## src/rtl/msd_pkg.sv

```systemverilog
// Shared types, constants and field layout of the map stroke delta decoder.
package msd_pkg;

  // Default width of the stroke and point counters
  localparam int COUNT_BITS_DEF = 15;

  // Input field widths
  localparam int ORIGIN_W  = 21;
  localparam int SCOUNT_W  = 15;
  localparam int WORD_W    = 16;
  localparam int IN_DATA_W = 80;

  // Result field widths
  localparam int COORD_W    = 32;
  localparam int INDEX_W    = 15;
  localparam int OUT_DATA_W = 80;

  // Bit that marks a short stroke word
  localparam int SHORT_FLAG_BIT = 14;
  // Bias removed from a non-negative short dx byte
  localparam logic [COORD_W-1:0] DX_BIAS = 32'h0000_0040;

  // Item kind on the input tuser
  typedef enum logic {
    FUNC_HEADER = 1'b0,
    FUNC_DATA   = 1'b1
  } func_t;

  // Result kind on the output tuser
  typedef enum logic {
    ST_POINT = 1'b0,
    ST_STRAY = 1'b1
  } status_t;

  // Position inside a long stroke
  typedef enum logic [1:0] {
    PH_START  = 2'd0,
    PH_DX_LO  = 2'd1,
    PH_DY_HI  = 2'd2,
    PH_DY_LO  = 2'd3
  } phase_t;

  // Restore bit 14 of a long-form high word from bit 15
  function automatic logic [WORD_W-1:0] restore_high(input logic [WORD_W-1:0] w);
    return {w[15], w[15], w[13:0]};
  endfunction

endpackage

```

## src/rtl/map_stroke_delta_decoder.sv

```systemverilog
// Top level of the map stroke delta decoder: input register, decode and accumulate, result register.
//
//  channel | dir | tdata (low bit up)                                 | tuser  | tlast
//  s_*     | in  | lat_origin 21, lon_origin 21, stroke_count 15,     | func   | -
//          |     | data_word 16, zero fill to 80                      |        |
//  m_*     | out | lat_seconds 32, lon_seconds 32, point_index 15,    | status | last
//          |     | zero fill to 80                                    |        |
//
// One request per cycle sustained while the output side is ready; a result passes through the
// input register and the result register after its request is accepted.
// The decode path is one 32-bit add per coordinate between the input register and
// the result register; the stroke accumulators and counters update as the request leaves.
// rst is synchronous and clears the accumulators, counters, phase and both valid flags.
// A stalled output holds the result; the input register keeps taking a request while
// it drains, so s_tready falls only when both registers hold work.
module map_stroke_delta_decoder #(
  parameter int COUNT_BITS = msd_pkg::COUNT_BITS_DEF
) (
  input  logic                           clk,
  input  logic                           rst,
  input  logic                           s_tvalid,
  output logic                           s_tready,
  // lat_origin[20:0], lon_origin[41:21], stroke_count[56:42], data_word[72:57], zero above
  input  logic [msd_pkg::IN_DATA_W-1:0]  s_tdata,
  // func[0]
  input  logic                           s_tuser,
  output logic                           m_tvalid,
  input  logic                           m_tready,
  // lat_seconds[31:0], lon_seconds[63:32], point_index[78:64], zero above
  output logic [msd_pkg::OUT_DATA_W-1:0] m_tdata,
  // status[0]
  output logic                           m_tuser,
  output logic                           m_tlast
);
  import msd_pkg::*;

  // Input register
  logic                  in_valid;
  func_t                 in_func;
  logic [ORIGIN_W-1:0]   in_lat;
  logic [ORIGIN_W-1:0]   in_lon;
  logic [SCOUNT_W-1:0]   in_count;
  logic [WORD_W-1:0]     in_word;

  // Decoder state
  logic [COORD_W-1:0]    lat_acc, lat_acc_next;
  logic [COORD_W-1:0]    lon_acc, lon_acc_next;
  logic [COUNT_BITS-1:0] strokes_left, strokes_left_next;
  logic [COUNT_BITS-1:0] point_count, point_count_next;
  phase_t                phase, phase_next;
  logic [COORD_W-1:0]    held_dx, held_dx_next;
  logic [WORD_W-1:0]     held_dy_high, held_dy_high_next;

  // Result register
  logic                  out_valid;
  status_t               out_status;
  logic [COORD_W-1:0]    out_lat;
  logic [COORD_W-1:0]    out_lon;
  logic [INDEX_W-1:0]    out_index;
  logic                  out_last;

  // Decode results
  logic                  fire;
  logic                  emit;
  status_t               res_status;
  logic [COORD_W-1:0]    res_lat;
  logic [COORD_W-1:0]    res_lon;
  logic [INDEX_W-1:0]    res_index;
  logic                  res_last;
  logic [COUNT_BITS+SCOUNT_W-1:0] count_wide;
  logic [COUNT_BITS+INDEX_W-1:0]  index_wide;
  logic [COUNT_BITS-1:0] count_in;
  logic [COUNT_BITS-1:0] left_dec;
  logic [COUNT_BITS-1:0] count_inc;
  logic [7:0]            lo_byte;
  logic [7:0]            hi_byte;
  logic [COORD_W-1:0]    short_dx;
  logic [COORD_W-1:0]    short_dy;
  logic [COORD_W-1:0]    long_dy;

  // Handshake: the decode stage moves when the result register is free or draining
  assign fire     = in_valid && (!out_valid || m_tready);
  assign s_tready = !in_valid || fire;

  // Capture the request
  always_ff @(posedge clk) begin
    if (rst) begin
      in_valid <= 1'b0;
    end else if (s_tready) begin
      in_valid <= s_tvalid;
    end
  end

  always_ff @(posedge clk) begin
    if (s_tready && s_tvalid) begin
      in_func  <= func_t'(s_tuser);
      in_lat   <= s_tdata[ORIGIN_W-1:0];
      in_lon   <= s_tdata[2*ORIGIN_W-1:ORIGIN_W];
      in_count <= s_tdata[2*ORIGIN_W+SCOUNT_W-1:2*ORIGIN_W];
      in_word  <= s_tdata[2*ORIGIN_W+SCOUNT_W+WORD_W-1:2*ORIGIN_W+SCOUNT_W];
    end
  end

  // Fit the stroke count to the counter width
  assign count_wide = {{COUNT_BITS{1'b0}}, in_count};
  assign count_in   = count_wide[COUNT_BITS-1:0];
  assign left_dec   = strokes_left - COUNT_BITS'(1);
  assign count_inc  = point_count + COUNT_BITS'(1);
  assign index_wide = {{INDEX_W{1'b0}}, count_inc};

  // Short stroke deltas
  assign lo_byte  = in_word[7:0];
  assign hi_byte  = in_word[15:8];
  assign short_dy = {{(COORD_W-8){lo_byte[7]}}, lo_byte};
  assign short_dx = hi_byte[7] ? {{(COORD_W-8){1'b1}}, hi_byte}
                               : {{(COORD_W-8){1'b0}}, hi_byte} - DX_BIAS;
  assign long_dy  = {held_dy_high, in_word};

  // Decode one request and work out the next state
  always_comb begin
    lat_acc_next      = lat_acc;
    lon_acc_next      = lon_acc;
    strokes_left_next = strokes_left;
    point_count_next  = point_count;
    phase_next        = phase;
    held_dx_next      = held_dx;
    held_dy_high_next = held_dy_high;
    emit              = 1'b0;
    res_status        = ST_POINT;
    res_lat           = '0;
    res_lon           = '0;
    res_index         = '0;
    res_last          = 1'b0;

    if (in_func == FUNC_HEADER) begin
      // Load the origin and emit it as point 0
      lat_acc_next      = {{(COORD_W-ORIGIN_W){in_lat[ORIGIN_W-1]}}, in_lat};
      lon_acc_next      = {{(COORD_W-ORIGIN_W){in_lon[ORIGIN_W-1]}}, in_lon};
      strokes_left_next = count_in;
      point_count_next  = '0;
      phase_next        = PH_START;
      emit              = 1'b1;
      res_lat           = lat_acc_next;
      res_lon           = lon_acc_next;
      res_last          = (count_in == '0);
    end else begin
      case (phase)
        PH_START: begin
          if (strokes_left == '0) begin
            // Drop a stray word
            emit       = 1'b1;
            res_status = ST_STRAY;
          end else if (in_word[SHORT_FLAG_BIT]) begin
            lat_acc_next = lat_acc + short_dy;
            lon_acc_next = lon_acc + short_dx;
            emit         = 1'b1;
          end else begin
            held_dx_next = {restore_high(in_word), {WORD_W{1'b0}}};
            phase_next   = PH_DX_LO;
          end
        end
        PH_DX_LO: begin
          held_dx_next = {held_dx[COORD_W-1:WORD_W], in_word};
          phase_next   = PH_DY_HI;
        end
        PH_DY_HI: begin
          held_dy_high_next = restore_high(in_word);
          phase_next        = PH_DY_LO;
        end
        PH_DY_LO: begin
          lat_acc_next = lat_acc + long_dy;
          lon_acc_next = lon_acc + held_dx;
          phase_next   = PH_START;
          emit         = 1'b1;
        end
        default: begin
          phase_next = PH_START;
        end
      endcase

      // Close a finished stroke
      if (emit && res_status == ST_POINT) begin
        strokes_left_next = left_dec;
        point_count_next  = count_inc;
        res_lat           = lat_acc_next;
        res_lon           = lon_acc_next;
        res_index         = index_wide[INDEX_W-1:0];
        res_last          = (left_dec == '0);
      end
    end
  end

  // Advance the decoder state
  always_ff @(posedge clk) begin
    if (rst) begin
      lat_acc      <= '0;
      lon_acc      <= '0;
      strokes_left <= '0;
      point_count  <= '0;
      phase        <= PH_START;
    end else if (fire) begin
      lat_acc      <= lat_acc_next;
      lon_acc      <= lon_acc_next;
      strokes_left <= strokes_left_next;
      point_count  <= point_count_next;
      phase        <= phase_next;
    end
  end

  always_ff @(posedge clk) begin
    if (fire) begin
      held_dx      <= held_dx_next;
      held_dy_high <= held_dy_high_next;
    end
  end

  // Hold the result until it is taken
  always_ff @(posedge clk) begin
    if (rst) begin
      out_valid <= 1'b0;
    end else if (fire) begin
      out_valid <= emit;
    end else if (m_tready) begin
      out_valid <= 1'b0;
    end
  end

  always_ff @(posedge clk) begin
    if (fire && emit) begin
      out_status <= res_status;
      out_lat    <= res_lat;
      out_lon    <= res_lon;
      out_index  <= res_index;
      out_last   <= res_last;
    end
  end

  assign m_tvalid = out_valid;
  assign m_tdata  = {{(OUT_DATA_W-2*COORD_W-INDEX_W){1'b0}}, out_index, out_lon, out_lat};
  assign m_tuser  = out_status;
  assign m_tlast  = out_last;

endmodule

```

## config.mk

```make
export PLATFORM = sky130hd
export DESIGN_NAME = map_stroke_delta_decoder
export DESIGN_NICKNAME = d
export VERILOG_FILES = /design/src/rtl/msd_pkg.sv /design/src/rtl/map_stroke_delta_decoder.sv
export SDC_FILE = /design/constraint.sdc
export NUM_CORES = 1
export LEC_CHECK = 0
export ABC_AREA = 0
export BUFFER_PORTS_ARGS = -buffer_cell sky130_fd_sc_hd__buf_2
export CORE_MARGIN = 5
export CORE_UTILIZATION = 40
export CTS_CLUSTER_SIZE = 25
export DETAILED_ROUTE_END_ITERATION = 10
export GPL_TIMING_DRIVEN = 0
export SETUP_SLACK_MARGIN = 0.4
export SLEW_MARGIN = 40
export SYNTH_ARGS = -nofsm -noshare
export SYNTH_HDL_FRONTEND = slang
export SYNTH_SLANG_ARGS = --single-unit
```

## constraint.sdc

```tcl
create_clock -name clk -period 10.3 [get_ports clk]
set_clock_uncertainty 0.05 [all_clocks]
set_input_delay 2.06 -clock clk [delete_from_list [all_inputs] [get_ports clk]]
set_output_delay 2.06 -clock clk [all_outputs]
set_load 0.05 [all_outputs]
```

Word-level counts from Yosys, hierarchy flattened. Index checks and enable logic that the tools add are counted.

Flip-flop bits (word level): 300. Input bits: 85. Logic and storage cells: 95. Output and inout port bits: 84.

Equal/unequal tests: 8. Reduce and logical (&&, ||, !) cells: 20. Muxes and demuxes: 36. Add/subtract/negate cells: 7. Bitwise gates (word level): 4.

Operator list (number): 2-to-1 mux 32 bit (13); case mux 32 bit (2 select lines) (3); adder 32 bit (4); 2-to-1 mux 15 bit (4); zero test 15 bit (3); adder 15 x 1 -> 15 bit, second input constant (1); subtractor 15 x 1 -> 15 bit, second input constant (1); 2-to-1 mux 1 bit (11); subtractor 8 x 7 -> 9 bit, second input constant (1); case mux 2 bit (4 select lines) (1); 2-to-1 mux 2 bit (3); inequality test 3 bit, second input constant (2); AND reduction 3 bit (2); AND reduction 6 bit (1); AND reduction 5 bit (1); equality test 2 bit, second input constant (2); logical AND 1 bit (4); inequality test 2 bit, second input constant (2); inverter 1 bit (4); AND reduction 2 bit (2); nonzero test 2 bit (2); equality test 2 x 1 -> 1 bit, second input constant (1); zero test 1 bit (2); zero test 2 bit (1); 3 further kinds (4).

Depth between registers and ports, before layout.
Depth in word-level cells: 8. Gate-level depth with buffers: 15. Depth with buffers taken out: 14.

Least setup slack after synthesis. No wires, ideal clock.

Kind: input -> register. From: in m_tready. To: reg point_count[11]. Slack: 5.020 ns. Arrival: 5.102 ns. Data required time: 10.122 ns. Path buffers: 1. Stages: 8. Library setup time: 0.128 ns. Path through: nand2b_1 -> and2_1 -> o21ai_0 -> inv_1 -> o21ai_1 -> clkbuf_1 -> a22oi_1 -> nor2_1.

Word-level cells in the longest chain between the ends: 3.

RTL lines: start: declaration (line map_stroke_delta_decoder.sv:28) `input logic m_tready,`; logical OR 1 bit (line map_stroke_delta_decoder.sv:82) `assign fire = in_valid && (!out_valid || m_tready);`; logical AND 1 bit (line map_stroke_delta_decoder.sv:82); AND reduction 2 bit (no line); end signal: assignment (line map_stroke_delta_decoder.sv:205) `point_count <= point_count_next;`; end: declaration (line map_stroke_delta_decoder.sv:49) `logic [COUNT_BITS-1:0] point_count, point_count_next;`.

No other way between the ends. A chain may end at the register's enable or synchronous reset.

Final worst setup path.
From: reg in_word[14]. To: reg out_lon[22] (data pin).

Word-level cells in the longest chain between the ends: 8. Elaborated cells on any way between the ends: 13. Those cells by class: 2 x add/sub; 10 x mux; 1 x reduce/logical.

RTL lines: start: declaration (line map_stroke_delta_decoder.sv:43) `logic [WORD_W-1:0] in_word;`; start signal: assignment (line map_stroke_delta_decoder.sv:100) `in_word <= s_tdata[2*ORIGIN_W+SCOUNT_W+WORD_W-1:2*ORIGIN_W+SCOUNT_W];`; subtractor 8 x 7 -> 9 bit (line map_stroke_delta_decoder.sv:116) `: {{(COORD_W-8){1'b0}}, hi_byte} - DX_BIAS;`; 2-to-1 mux 32 bit (line map_stroke_delta_decoder.sv:115) `assign short_dx = hi_byte[7] ? {{(COORD_W-8){1'b1}}, hi_byte}`; adder 32 bit (line map_stroke_delta_decoder.sv:155) `lon_acc_next = lon_acc + short_dx;`; 2-to-1 mux 32 bit (line map_stroke_delta_decoder.sv:153) `end else if (in_word[SHORT_FLAG_BIT]) begin`; 2-to-1 mux 32 bit (line map_stroke_delta_decoder.sv:149) `if (strokes_left == '0) begin`; case mux 32 bit (2 select lines) (line map_stroke_delta_decoder.sv:147) `case (phase)`; 2-to-1 mux 32 bit * (line map_stroke_delta_decoder.sv:182) `if (emit && res_status == ST_POINT) begin`; 2-to-1 mux 32 bit * (line map_stroke_delta_decoder.sv:135) `if (in_func == FUNC_HEADER) begin`; named net res_lon[22] (line map_stroke_delta_decoder.sv:67) `logic [COORD_W-1:0] res_lon;`; end signal: assignment (line map_stroke_delta_decoder.sv:232) `out_lon <= res_lon;`; end: declaration (line map_stroke_delta_decoder.sv:58) `logic [COORD_W-1:0] out_lon;`.

Mark *: on every way through the listed nets, which the timed path passes. The rest lies on a longest branch. The select of a mux whose other input is x is not followed.

==> run summary <==
* **result of the run** complete, no violations
* **number of pins with negative max-slew slack in the final report** 0
* **count of hold buffers inserted by post-cts repair** 0
* **ratio of total power to cell area** 175 mW/mm²
* **Final Hold Violating Endpoints** 0
* **total routing usage reported by global routing** 30.9%
* **Die Outline Area** 0.0531 mm²
* **leakage component of the power** 9.03 nW
* **async set-reset flop share out of synthesis** 0%
* **worst skew pair latency** 0.57 ns
* **final HPWL from detailed placement** 62,500 µm
* **Bufs on Longest Clock Path** 3
* **TNS Setup** 0 ns
* **Ys Warns** 0
* **Row Count** 80
* **Residual DRC** 0
* **post-layout instance count excluding filler cells** 2,963
* **endpoint arrival time on the critical path** 5.24 ns
* **H-tree levels** 2
* **initial detailed-routing violation count** 2,147
* **GPL Wtd Cong** 1.01
* **boundary pin count** 169
* **Seq cells post-synth** 299
* **Crit Path Class** reg2reg
* **overall routed net length** 85,300 µm
* **antenna violations before repair** 1
* **number of post-CTS setup repair buffers** 0
* **number of synthesized flops with an enable pin** 201
* **cell count after synthesis** 2,113
* **slew at the pin closest to its max-slew limit** 0.940 ns
* **number of global-route vias before repair** 17,757
* **effective utilization at floorplan** 40.6%
* **setup slack at placement** 5.29 ns
* **Pre-antenna DRT Iters** 6
* **most instantiated flip-flop cell in the synthesis netlist** edfxtp_1
* **largest family of logic cells by synthesized area** compound AO/OA/AOI/OAI gates
* **worst-case setup margin in the final layout** 5.28 ns
* **Cell Count Post-Placement** 2,894
* **count of unique library cells instantiated by Yosys** 94
* **CP max FO** 29
* **core footprint** 0.0478 mm²
* **clk slew on worst S/H paths** 0.06 ns
* **setup slack of the worst register-to-register path** 5.28 ns
* **synthesized-area fraction occupied by and/or/nand/nor cells** 16.0%
* **min cycle time layout** 5.02 ns
* **adder and majority cell fraction of the synthesized area** 8.69%
* **master cell of the clock root buffer** clkbuf_16
* **# Max-Cap Violations** 0
* **final routed wire length divided by cell count** 28.8 µm
* **ratio of cells with drive above 1 in the final layout** 14.5%
* **Worst VDD drop** 0.000113 V
* **Relative slew margins** 37.3%
* **maximum number of pins on one net before global-route repair** 44
* **final design utilization** 46.6%
* **Die Height** 230 µm
* **clock buffer count from CTS** 37
* **syn_area_per_cell** 9.19 µm²
* **total of cells resized after clock tree synthesis** 0
* **CP startpoint kind** register
* **via-per-instance ratio** 6.28
* **Area Growth Syn to Fin** 14.7%
* **first-pass GRT wire length** 121,000 µm
* **Placement Cell Area** 0.0212 mm²
* **worst hold margin** 0.428 ns
* **Die W** 230 µm
* **final setup violation count** 0
* **via count** 18,602
* **post-synth net total** 2,331
* **mux share of post-synthesis cell area** 0.792%
* **number of nets in the finished design** 2,536
* **buffers added on ports** 159
* **maximum clock frequency** 199 MHz
* **complex-gate fraction of the synthesized area** 24.9%
* **number of antenna-violating nets in the routed design** 0
* **number of clock sinks** 299
* **Req. time, crit path** 10.52 ns
* **Overflow after GRT** 0
* **hold crit path type** reg2reg
* **clock tree from TritonCTS** done
* **unrepaired setup endpoints after global routing** false
* **capturing element type of the critical path** register
* **xor/xnor cell area share of the yosys netlist** 4.65%
* **Post-Layout Inst Area** 0.0223 mm²
* **Power Total** 3.91 mW
* **fraction of the yosys area taken by sequential cells** 41.2%
* **Final Cycle Share** 48.7%
* **Mapped Area** 0.0194 mm²
==> worst paths after layout <==
check	depth (start not counted)	startpoint	to
worst max-delay path	13	in_word[14]	out_lon[22]
worst min-delay path	2	lat_acc[2]	lat_acc[2]
worst max register to register	13	in_word[14]	out_lon[22]
worst min register to register	2	lat_acc[2]	lat_acc[2]
==> per-layer routing <==
metal | track usage (%) | share of wire, % | up-vias | wire (µm)
li1 | - | - | 8377 | -
met1 | 42.4 | 43 | 8970 | 36300
met2 | 46.6 | 42 | 1035 | 36200
met3 | 7.79 | 9.9 | 220 | 8410
met4 | 13.3 | 5.1 | 0 | 4350
met5 | 0 | 0 | - | 0
==> logic make-up after synthesis <==
logic type,after synthesis
adders and majority gates,133
muxes,15
AOI/OAI and AO/OA,733
DFF,299
and+or+nand+nor,666
other,1
buffers and inverters,163
xor gates and xnor gates,103
==> report_power, final <==
part | internal (mW) | total (mW) | switching (mW) | leakage, nW
registers | 1.37 | 1.45 | 0.0720 | 2.73
logic | 0.366 | 1.22 | 0.850 | 5.74
clock network | 0.695 | 1.24 | 0.549 | 0.549
==> registers in the layout, summed over array words and instances, names as in the netlist, 2 cells and up <==
signal	flops
lat_acc	32
lon_acc	32
out_lat	32
out_lon	32
held_dx	31
in_lat	21
in_lon	21
in_word	16
count_in	15
held_dy_high	15
out_index	15
point_count	15
strokes_left	15
phase	2
==> Yosys cell counts (all sizes together) (11+ instances only) <==
library cell / instances / area [µm²]
a21o: 65 / 489
a22oi: 25 / 193
edfxtp: 201 / 6040
mux2i: 12 / 120
xnor2: 61 / 534
and2: 41 / 258
o21a: 17 / 128
xor2: 42 / 368
nor2: 210 / 791
o31ai: 16 / 134
o21ai: 156 / 796
o21bai: 11 / 82.6
nand4: 24 / 150
inv: 49 / 184
a221oi: 29 / 267
nor4: 14 / 93.8
o211ai: 18 / 135
nand2b: 13 / 81.3
buf: 11 / 58.8
ha: 130 / 1630
nor2b: 27 / 169
a21oi: 220 / 1100
or3: 16 / 100
a211oi: 32 / 250
and3: 20 / 128
nand3: 38 / 190
nor3: 34 / 170
dfxtp: 98 / 1960
a221o: 11 / 110
clkbuf: 102 / 478
nand2: 201 / 754
a31oi: 26 / 175
==> layout make-up <==
type / count / area, µm²
Buffer: 114 / 606
Timing Repair Buffer: 166 / 886
Clock inverter: 20 / 134
Clock buffer: 46 / 970
Fill cell: 4692 / 25600
Tap cell: 615 / 769
Sequential cell: 299 / 8000
Multi-Input combinational cell: 1651 / 10700
Inverter: 49 / 189
Antenna cell: 3 / 7.51
==> worst max-delay path, cell delays in order (launching register included) <==
cell	delay (ns)
edfxtp_1	0.62
ha_1	0.39
inv_2	0.53
ha_1	0.43
nor3_1	0.31
o21ai_0	0.16
a31o_2	0.30
o21a_1	0.13
a31oi_1	0.26
nor2_1	0.08
or3_1	0.37
nor3b_1	0.19
a2111oi_0	0.60
o21ai_0	0.24
==> cells in the final DEF, fill, tap and decap left out, types with 38 or more instances in the layout <==
cell type  Yosys  routed
clkbuf_1      91      58
and2_1        40      39
buf_2          2     167
inv_1         49      47
ha_1         130     130
edfxtp_1     201     201
nand2_1      201     201
clkbuf_2       1      42
xnor2_1       61      61
a21oi_1      219     217
nand3_1       38      38
dfxtp_1       98      98
a21o_1        64      64
o21ai_0      146     145
nor2_1       209     206
xor2_1        42      42
Note: power is estimated with default switching activity, not from simulation.
